==> config.mk <==
export PLATFORM = sky130hd
export DESIGN_NAME = ordered_list_store_top
export DESIGN_NICKNAME = d
export VERILOG_FILES = /design/src/hdl/ols_pkg.sv /design/src/hdl/ols_mem.sv /design/src/hdl/ols_ctrl.sv /design/src/hdl/ordered_list_store_top.sv
export SDC_FILE = /design/constraint.sdc
export NUM_CORES = 2
export LEC_CHECK = 0
export ABC_AREA = 1
export BUFFER_PORTS_ARGS = -buffer_cell sky130_fd_sc_hd__buf_2
export CAP_MARGIN = 5
export CORE_AREA = 4 4 445 447
export DETAILED_ROUTE_END_ITERATION = 6
export DIE_AREA = 0 0 449 451
export PLACE_DENSITY = 0.59
export SLEW_MARGIN = 10
export SYNTH_ARGS = -nofsm -noshare
export SYNTH_HDL_FRONTEND = slang
export SYNTH_HIERARCHICAL = 1
export SYNTH_SLANG_ARGS = --single-unit
export TNS_END_PERCENT = 100
==> constraint.sdc <==
create_clock -name clk -period 11.7 [get_ports clk]
set_input_delay 1.755 -clock clk [delete_from_list [all_inputs] [get_ports clk]]
set_output_delay 1.755 -clock clk [all_outputs]
set_load 0.02 [all_outputs]
==> src/hdl/ols_pkg.sv <==
// Shared types and codes for the ordered list store.
// No dependencies; imported by every module of the block.
package ols_pkg;

  localparam int DATA_W   = 32;
  localparam int CMD_W    = 3;
  localparam int POS_W    = 7;
  localparam int STATUS_W = 2;

  localparam logic [CMD_W-1:0] CMD_APPEND  = 3'd0;
  localparam logic [CMD_W-1:0] CMD_RM_HEAD = 3'd1;
  localparam logic [CMD_W-1:0] CMD_RM_TAIL = 3'd2;
  localparam logic [CMD_W-1:0] CMD_RM_POS  = 3'd3;
  localparam logic [CMD_W-1:0] CMD_LIST    = 3'd4;

  localparam logic [STATUS_W-1:0] ST_OK     = 2'd0;
  localparam logic [STATUS_W-1:0] ST_EMPTY  = 2'd1;
  localparam logic [STATUS_W-1:0] ST_FULL   = 2'd2;
  localparam logic [STATUS_W-1:0] ST_BADPOS = 2'd3;

  typedef struct packed {
    logic              wr_en;
    logic              rd_en;
    logic [DATA_W-1:0] wr_data;
  } mem_req_t;

endpackage

==> src/hdl/ols_mem.sv <==
// Entry storage: one write port, one read port with registered read data.
// Depends on ols_pkg.
module ols_mem #(
  parameter int DEPTH = 64,
  parameter int AW    = $clog2(DEPTH)
) (
  input  logic                      clk,
  input  ols_pkg::mem_req_t         req,
  input  logic [AW-1:0]             wr_addr,
  input  logic [AW-1:0]             rd_addr,
  output logic [ols_pkg::DATA_W-1:0] rd_data
);
  import ols_pkg::*;

  logic [DATA_W-1:0] mem_r [DEPTH];
  logic [DATA_W-1:0] rd_data_r;

  always_ff @(posedge clk) begin
    if (req.wr_en) begin
      mem_r[wr_addr] <= req.wr_data;
    end
    if (req.rd_en) begin
      rd_data_r <= mem_r[rd_addr];
    end
  end

  assign rd_data = rd_data_r;

endmodule

==> src/hdl/ols_ctrl.sv <==
// Command sequencer: decodes a beat, shifts entries one slot per step,
// walks the list for listing, and owns the result register.
// Depends on ols_pkg; drives ols_mem.
module ols_ctrl #(
  parameter int DEPTH = 64,
  parameter int AW    = $clog2(DEPTH)
) (
  input  logic                               clk,
  input  logic                               rst_n,
  input  logic                               in_valid,
  output logic                               in_ready,
  input  logic [ols_pkg::CMD_W-1:0]          in_cmd,
  input  logic signed [ols_pkg::DATA_W-1:0]  in_value,
  input  logic [ols_pkg::POS_W-1:0]          in_position,
  output logic                               out_valid,
  input  logic                               out_ready,
  output logic [ols_pkg::STATUS_W-1:0]       out_status,
  output logic signed [ols_pkg::DATA_W-1:0]  out_item,
  output logic                               out_item_valid,
  output logic                               out_last,
  output ols_pkg::mem_req_t                  mem_req,
  output logic [AW-1:0]                      mem_wr_addr,
  output logic [AW-1:0]                      mem_rd_addr,
  input  logic [ols_pkg::DATA_W-1:0]         mem_rd_data
);
  import ols_pkg::*;

  localparam int CW = $clog2(DEPTH + 1);
  localparam logic [CW-1:0] FULL_CNT = CW'(DEPTH);

  typedef enum logic [2:0] {
    S_IDLE,
    S_SHIFT_RD,
    S_SHIFT_WR,
    S_LIST_RD,
    S_LIST_OUT,
    S_STATUS
  } state_t;

  state_t               state_r, state_nxt;
  logic [CW-1:0]        count_r, count_nxt;
  logic [AW-1:0]        idx_r, idx_nxt;
  logic [STATUS_W-1:0]  status_r, status_nxt;
  logic                 out_valid_r, out_valid_nxt;
  logic [STATUS_W-1:0]  out_status_r, out_status_nxt;
  logic [DATA_W-1:0]    out_item_r, out_item_nxt;
  logic                 out_item_valid_r, out_item_valid_nxt;
  logic                 out_last_r, out_last_nxt;

  logic can_emit;
  logic pos_ok;
  logic list_last;

  assign can_emit  = !out_valid_r || out_ready;
  assign pos_ok    = (in_position != '0) && (in_position <= POS_W'(count_r));
  assign list_last = ((CW'(idx_r) + CW'(1)) == count_r);
  assign in_ready  = (state_r == S_IDLE);

  always_comb begin
    state_nxt          = state_r;
    count_nxt          = count_r;
    idx_nxt            = idx_r;
    status_nxt         = status_r;
    out_valid_nxt      = out_valid_r;
    out_status_nxt     = out_status_r;
    out_item_nxt       = out_item_r;
    out_item_valid_nxt = out_item_valid_r;
    out_last_nxt       = out_last_r;
    mem_req.wr_en      = 1'b0;
    mem_req.rd_en      = 1'b0;
    mem_req.wr_data    = in_value;
    mem_wr_addr        = idx_r;
    mem_rd_addr        = idx_r;

    if (out_valid_r && out_ready) begin
      out_valid_nxt = 1'b0;
    end

    case (state_r)
      S_IDLE: begin
        if (in_valid) begin
          status_nxt = ST_OK;
          case (in_cmd)
            CMD_APPEND: begin
              if (count_r == FULL_CNT) begin
                status_nxt = ST_FULL;
              end else begin
                mem_req.wr_en = 1'b1;
                mem_wr_addr   = AW'(count_r);
                count_nxt     = count_r + CW'(1);
              end
              state_nxt = S_STATUS;
            end
            CMD_RM_HEAD: begin
              if (count_r == '0) begin
                status_nxt = ST_EMPTY;
                state_nxt  = S_STATUS;
              end else begin
                count_nxt = count_r - CW'(1);
                idx_nxt   = '0;
                state_nxt = S_SHIFT_RD;
              end
            end
            CMD_RM_TAIL: begin
              if (count_r == '0) begin
                status_nxt = ST_EMPTY;
              end else begin
                count_nxt = count_r - CW'(1);
              end
              state_nxt = S_STATUS;
            end
            CMD_RM_POS: begin
              if (count_r == '0) begin
                status_nxt = ST_EMPTY;
                state_nxt  = S_STATUS;
              end else if (!pos_ok) begin
                status_nxt = ST_BADPOS;
                state_nxt  = S_STATUS;
              end else begin
                count_nxt = count_r - CW'(1);
                idx_nxt   = AW'(in_position - POS_W'(1));
                state_nxt = S_SHIFT_RD;
              end
            end
            CMD_LIST: begin
              if (count_r == '0) begin
                status_nxt = ST_EMPTY;
                state_nxt  = S_STATUS;
              end else begin
                idx_nxt   = '0;
                state_nxt = S_LIST_RD;
              end
            end
            default: begin
              state_nxt = S_IDLE;
            end
          endcase
        end
      end
      S_SHIFT_RD: begin
        if (CW'(idx_r) < count_r) begin
          mem_req.rd_en = 1'b1;
          mem_rd_addr   = idx_r + AW'(1);
          state_nxt     = S_SHIFT_WR;
        end else begin
          state_nxt = S_STATUS;
        end
      end
      S_SHIFT_WR: begin
        mem_req.wr_en   = 1'b1;
        mem_req.wr_data = mem_rd_data;
        mem_wr_addr     = idx_r;
        idx_nxt         = idx_r + AW'(1);
        state_nxt       = S_SHIFT_RD;
      end
      S_LIST_RD: begin
        mem_req.rd_en = 1'b1;
        mem_rd_addr   = idx_r;
        state_nxt     = S_LIST_OUT;
      end
      S_LIST_OUT: begin
        if (can_emit) begin
          out_valid_nxt      = 1'b1;
          out_status_nxt     = ST_OK;
          out_item_nxt       = mem_rd_data;
          out_item_valid_nxt = 1'b1;
          out_last_nxt       = list_last;
          if (list_last) begin
            state_nxt = S_IDLE;
          end else begin
            idx_nxt   = idx_r + AW'(1);
            state_nxt = S_LIST_RD;
          end
        end
      end
      S_STATUS: begin
        if (can_emit) begin
          out_valid_nxt      = 1'b1;
          out_status_nxt     = status_r;
          out_item_nxt       = '0;
          out_item_valid_nxt = 1'b0;
          out_last_nxt       = 1'b1;
          state_nxt          = S_IDLE;
        end
      end
      default: begin
        state_nxt = S_IDLE;
      end
    endcase
  end

  always_ff @(posedge clk) begin
    if (!rst_n) begin
      state_r     <= S_IDLE;
      count_r     <= '0;
      out_valid_r <= 1'b0;
    end else begin
      state_r          <= state_nxt;
      count_r          <= count_nxt;
      idx_r            <= idx_nxt;
      status_r         <= status_nxt;
      out_valid_r      <= out_valid_nxt;
      out_status_r     <= out_status_nxt;
      out_item_r       <= out_item_nxt;
      out_item_valid_r <= out_item_valid_nxt;
      out_last_r       <= out_last_nxt;
    end
  end

  assign out_valid      = out_valid_r;
  assign out_status     = out_status_r;
  assign out_item       = out_item_r;
  assign out_item_valid = out_item_valid_r;
  assign out_last       = out_last_r;

endmodule

==> src/hdl/ordered_list_store_top.sv <==
// Ordered list store: top level, sequencer plus entry memory.
// A status beat loads from S_STATUS once the output is free, then S_IDLE takes the next
// command. Removal at position p shifts each later entry down a slot, one memory read and
// write per shift. Listing delivers one beat per memory read then result load, holding
// while out_ready is low. Not ready while a command is in progress; reset (synchronous,
// rst_n low) empties the list and drops any pending result.
module ordered_list_store_top #(
  parameter int DEPTH = 64
) (
  input  logic                               clk,
  input  logic                               rst_n,
  input  logic                               in_valid,
  output logic                               in_ready,
  input  logic [ols_pkg::CMD_W-1:0]          in_cmd,
  input  logic signed [ols_pkg::DATA_W-1:0]  in_value,
  input  logic [ols_pkg::POS_W-1:0]          in_position,
  output logic                               out_valid,
  input  logic                               out_ready,
  output logic [ols_pkg::STATUS_W-1:0]       out_status,
  output logic signed [ols_pkg::DATA_W-1:0]  out_item,
  output logic                               out_item_valid,
  output logic                               out_last
);
  import ols_pkg::*;

  localparam int AW = $clog2(DEPTH);

  mem_req_t          mem_req;
  logic [AW-1:0]     mem_wr_addr;
  logic [AW-1:0]     mem_rd_addr;
  logic [DATA_W-1:0] mem_rd_data;

  ols_ctrl #(
    .DEPTH(DEPTH),
    .AW   (AW)
  ) u_ctrl (
    .clk           (clk),
    .rst_n         (rst_n),
    .in_valid      (in_valid),
    .in_ready      (in_ready),
    .in_cmd        (in_cmd),
    .in_value      (in_value),
    .in_position   (in_position),
    .out_valid     (out_valid),
    .out_ready     (out_ready),
    .out_status    (out_status),
    .out_item      (out_item),
    .out_item_valid(out_item_valid),
    .out_last      (out_last),
    .mem_req       (mem_req),
    .mem_wr_addr   (mem_wr_addr),
    .mem_rd_addr   (mem_rd_addr),
    .mem_rd_data   (mem_rd_data)
  );

  ols_mem #(
    .DEPTH(DEPTH),
    .AW   (AW)
  ) u_mem (
    .clk    (clk),
    .req    (mem_req),
    .wr_addr(mem_wr_addr),
    .rd_addr(mem_rd_addr),
    .rd_data(mem_rd_data)
  );

endmodule

==> out/qor.yml <==
final_nets: 7243
seqCellArea_sq_mm: 0.06400
cts_setup_buffers: 0
synthFlopType: "edfxtp_1"
cts_buffer_depth: 3
rrSetupSlack_ns: 5.43
crit_path_frequent_cell: "nand2_1"
synth-seq-cells: 2135
hold_viol: 0
detail_route.wl_per_cell_um: 26.33
fp.dieH_um: 451
slew_viol_final: 0
tns_ns: 0
dr.first_iter.drc_count: 7028
grt_pass1_wl_um: 377300
multi_input_area_sq_mm: 0.02076
pwr_density_cell_mw_per_mm2: 255.4
core_area_sq_mm: 0.1942
via_count: 57470
area_delta_synth_final_pct: 10.99
critical_path_class: "flop to flop"
path_clk_slew_ns: 0.06
cts-root-buf: "clkbuf_16"
ios: 84
path_buf_inv: 4
ctsHoldBuffers: 0
worstSetupEndpointType: "flop"
fin_crit_sh: 0.5363
syn_avg_cell_area_sq_um: 12.02
grt-ovfl-total: 0
rows: 162
cts_tree: "done"
cap_violations: 0
cp_max_fo: 210
synthArstFlopShare: 0
grtUsageTotal: 0.2523
htree_levels: 4
drtAntennaViolNets: 0
run_status: "completed"
grt_setup_unrepaired: "false"
clk_latency_ns: 0.85
synth_edf_count: 2124
fin_crit_ns: 6.275
cp_top_family: "buffers and inverters"
drive_gt1_frac: 0.08152
grt_max_degree: 211
ys_types: 44
numCtsBuffers: 208
die_w_um: 449
cpPeakStageDelay_ns: 0.78
skew_ns: 0.04177
path_cells: "ha_1, a21oi_1, o21ai_0, nand4_1, nand2_1, nor2_4, xor2_4, buf_12, buf_4, buf_4, buf_4, nand2_1, nand3_1, nand3_1, nand3_1, nand3_1, nand2_1, nand2_1, nand2_1"
tightestPinTransition_ns: 1.296
p_leak_nw: 33.91
viasPerCell: 5.804
dr.pass1.iters: 6
drc: 0
die-area_sq_mm: 0.2025
holdWs_ns: 0.5591
grt_pass1_vias: 53550
cp.required_ns: 12.40
cp.arrival_ns: 6.97
vdd_drop_max_mv: 0.2757
ys_seq_area_frac: 0.7369
setup_viol: 0
start_util: 0.4473
clock_sinks: 2135
slew_headroom: 0.1362
syn-num-nets: 7292
syn_inst: 7224
fill_cells: 16820
cts_resized: 0
timing.fmax_ghz: 0.1594
cp_slowest_cell: "buf_4"
synth_area_sq_mm: 0.08685
hpwl_um: 135100
totalWireLength_um: 260700
cp-start-kind: "flop"
io_buffer_count: 83
yosys_warnings: 6
antenna_found_initial: 11
hp-class: "flop to flop"
globalplace.congestion: 0.8935
[power by group]
part	switching, mW	internal (mW)	total, mW	leakage (nW)
Sequential	0.159	8.93	9.08	19.2
Clock	2.84	3.65	6.49	3.17
Combinational	6.90	2.14	9.04	11.6
[sequential cells by signal, summed over array words and instances, names as in the netlist]
signal                 cells
u_ctrl/out_item_valid      1
u_ctrl/out_item           32
u_ctrl/out_last            1
u_ctrl/out_valid           1
u_ctrl/idx_r               6
u_mem/mem_r             2048
u_ctrl/out_status          2
u_ctrl/state_r             3
u_ctrl/status_r            2
u_mem/rd_data             32
u_ctrl/count_r             7
[path summary, 6_finish.rpt]
check | from | to | cells after the start
max | u_ctrl/idx_r[2] | u_mem/rd_data[1] | 19
min | u_ctrl/count_r[6] | u_ctrl/count_r[6] | 2
max reg2reg | u_ctrl/idx_r[2] | u_mem/rd_data[1] | 19
min reg2reg | u_ctrl/count_r[6] | u_ctrl/count_r[6] | 2
[placed cells by master (no fill, tap or decap), drive strengths merged, types with 2 or more instances in the layout]
| cell | Yosys | final |
|---|---|---|
| inv | 102 | 107 |
| clkinvlp | 0 | 4 |
| diode | 0 | 12 |
| dfxtp | 11 | 11 |
| a31oi | 3 | 3 |
| clkinv | 1 | 97 |
| bufinv | 0 | 15 |
| buf | 372 | 195 |
| nand4 | 8 | 8 |
| a211oi | 2 | 2 |
| nor2 | 92 | 92 |
| xnor2 | 4 | 4 |
| nor3 | 13 | 13 |
| o22ai | 10 | 10 |
| clkbuf | 82 | 263 |
| or2 | 2 | 2 |
| a21oi | 19 | 19 |
| nand3b | 2 | 2 |
| ha | 21 | 21 |
| edfxtp | 2124 | 2124 |
| nand3 | 1918 | 1918 |
| xor2 | 6 | 6 |
| mux2 | 32 | 32 |
| o21ai | 18 | 18 |
| nand2 | 2375 | 2375 |
[kinds of logic after synthesis]
| logic type | count (synthesis) | share of synthesized area |
|---|---|---|
| AND/OR/NAND/NOR | 4412 | 0.2194 |
| flip-flops | 2135 | 0.7369 |
| buffers and inverters | 557 | 0.03151 |
| AO/OA/AOI/OAI | 56 | 0.003746 |
| multiplexers | 32 | 0.004149 |
| adder cells (fa/ha/maj) | 22 | 0.003256 |
| XOR/XNOR | 10 | 0.001008 |
[through the flow]
step           setup slack (ns)  instance area [sq um]  utilization  total power [mW]  instances
2_1_floorplan             5.837                  86850            -             14.87       7224
3_3_place_gp              5.665                  89710       0.4620             18.06       9502
3_5_place_dp              5.607                  89810       0.4625             18.13       9506
4_1_cts                   5.589                  96340       0.4961             24.57       9889
5_1_grt                   5.112                  96360       0.4963             25.71       9890
6_report                  5.425                  96390       0.4964             24.62       9902
[synthesized netlist by cell type (2+ instances only)]
master | count | area, sq um
nand2_1 | 2374 | 8911
edfxtp_1 | 2124 | 63780
nand3_1 | 1917 | 9594
buf_2 | 256 | 1281
nor2_1 | 88 | 330.3
inv_1 | 86 | 322.8
clkbuf_1 | 82 | 307.8
buf_1 | 57 | 214.0
buf_4 | 34 | 255.2
mux2_2 | 32 | 360.4
buf_6 | 23 | 259.0
ha_1 | 21 | 262.8
a21oi_1 | 18 | 90.09
inv_2 | 15 | 56.30
o21ai_0 | 13 | 65.06
nor3_1 | 12 | 60.06
dfxtp_1 | 11 | 220.2
o22ai_1 | 10 | 62.56
nand4_1 | 8 | 50.05
xor2_1 | 6 | 52.55
o21ai_1 | 5 | 25.02
xnor2_1 | 4 | 35.03
a31oi_1 | 3 | 18.77
a211oi_2 | 2 | 25.02
buf_8 | 2 | 30.03
nand3b_1 | 2 | 15.01
nor2_2 | 2 | 12.51
[final cells by class]
| type | instances | area share |
|---|---|---|
| clock inverters | 120 | 0.01049 |
| diodes | 12 | 0.0003115 |
| flip-flops and latches | 2135 | 0.6640 |
| repair buffers | 195 | 0.01521 |
| multi-input cells | 4532 | 0.2154 |
| inverters | 103 | 0.004387 |
| well taps | 2542 | 0.03300 |
| clock buffers | 263 | 0.05724 |
[worst reg2reg max path, delay by kind of cell, from the launching register on]
family	cells	cell delay, ns
xor gates and xnor gates	1	0.19
buffers and inverters	4	3.21
and+or+nand+nor	11	1.59
adders and majority gates	1	0.36
DFF	1	0.51
AOI/OAI and AO/OA	2	0.27
[layer usage]
metal | GRT usage | vias up | wire length [um]
met3 | 0.04726 | 421 | 25100
met2 | 0.3829 | 2830 | 117000
met4 | 0.09398 | 6 | 9642
li1 | - | 25550 | -
met1 | 0.3641 | 28670 | 109000
met5 | 0 | - | 41
Power figures use the tool's default switching activity.
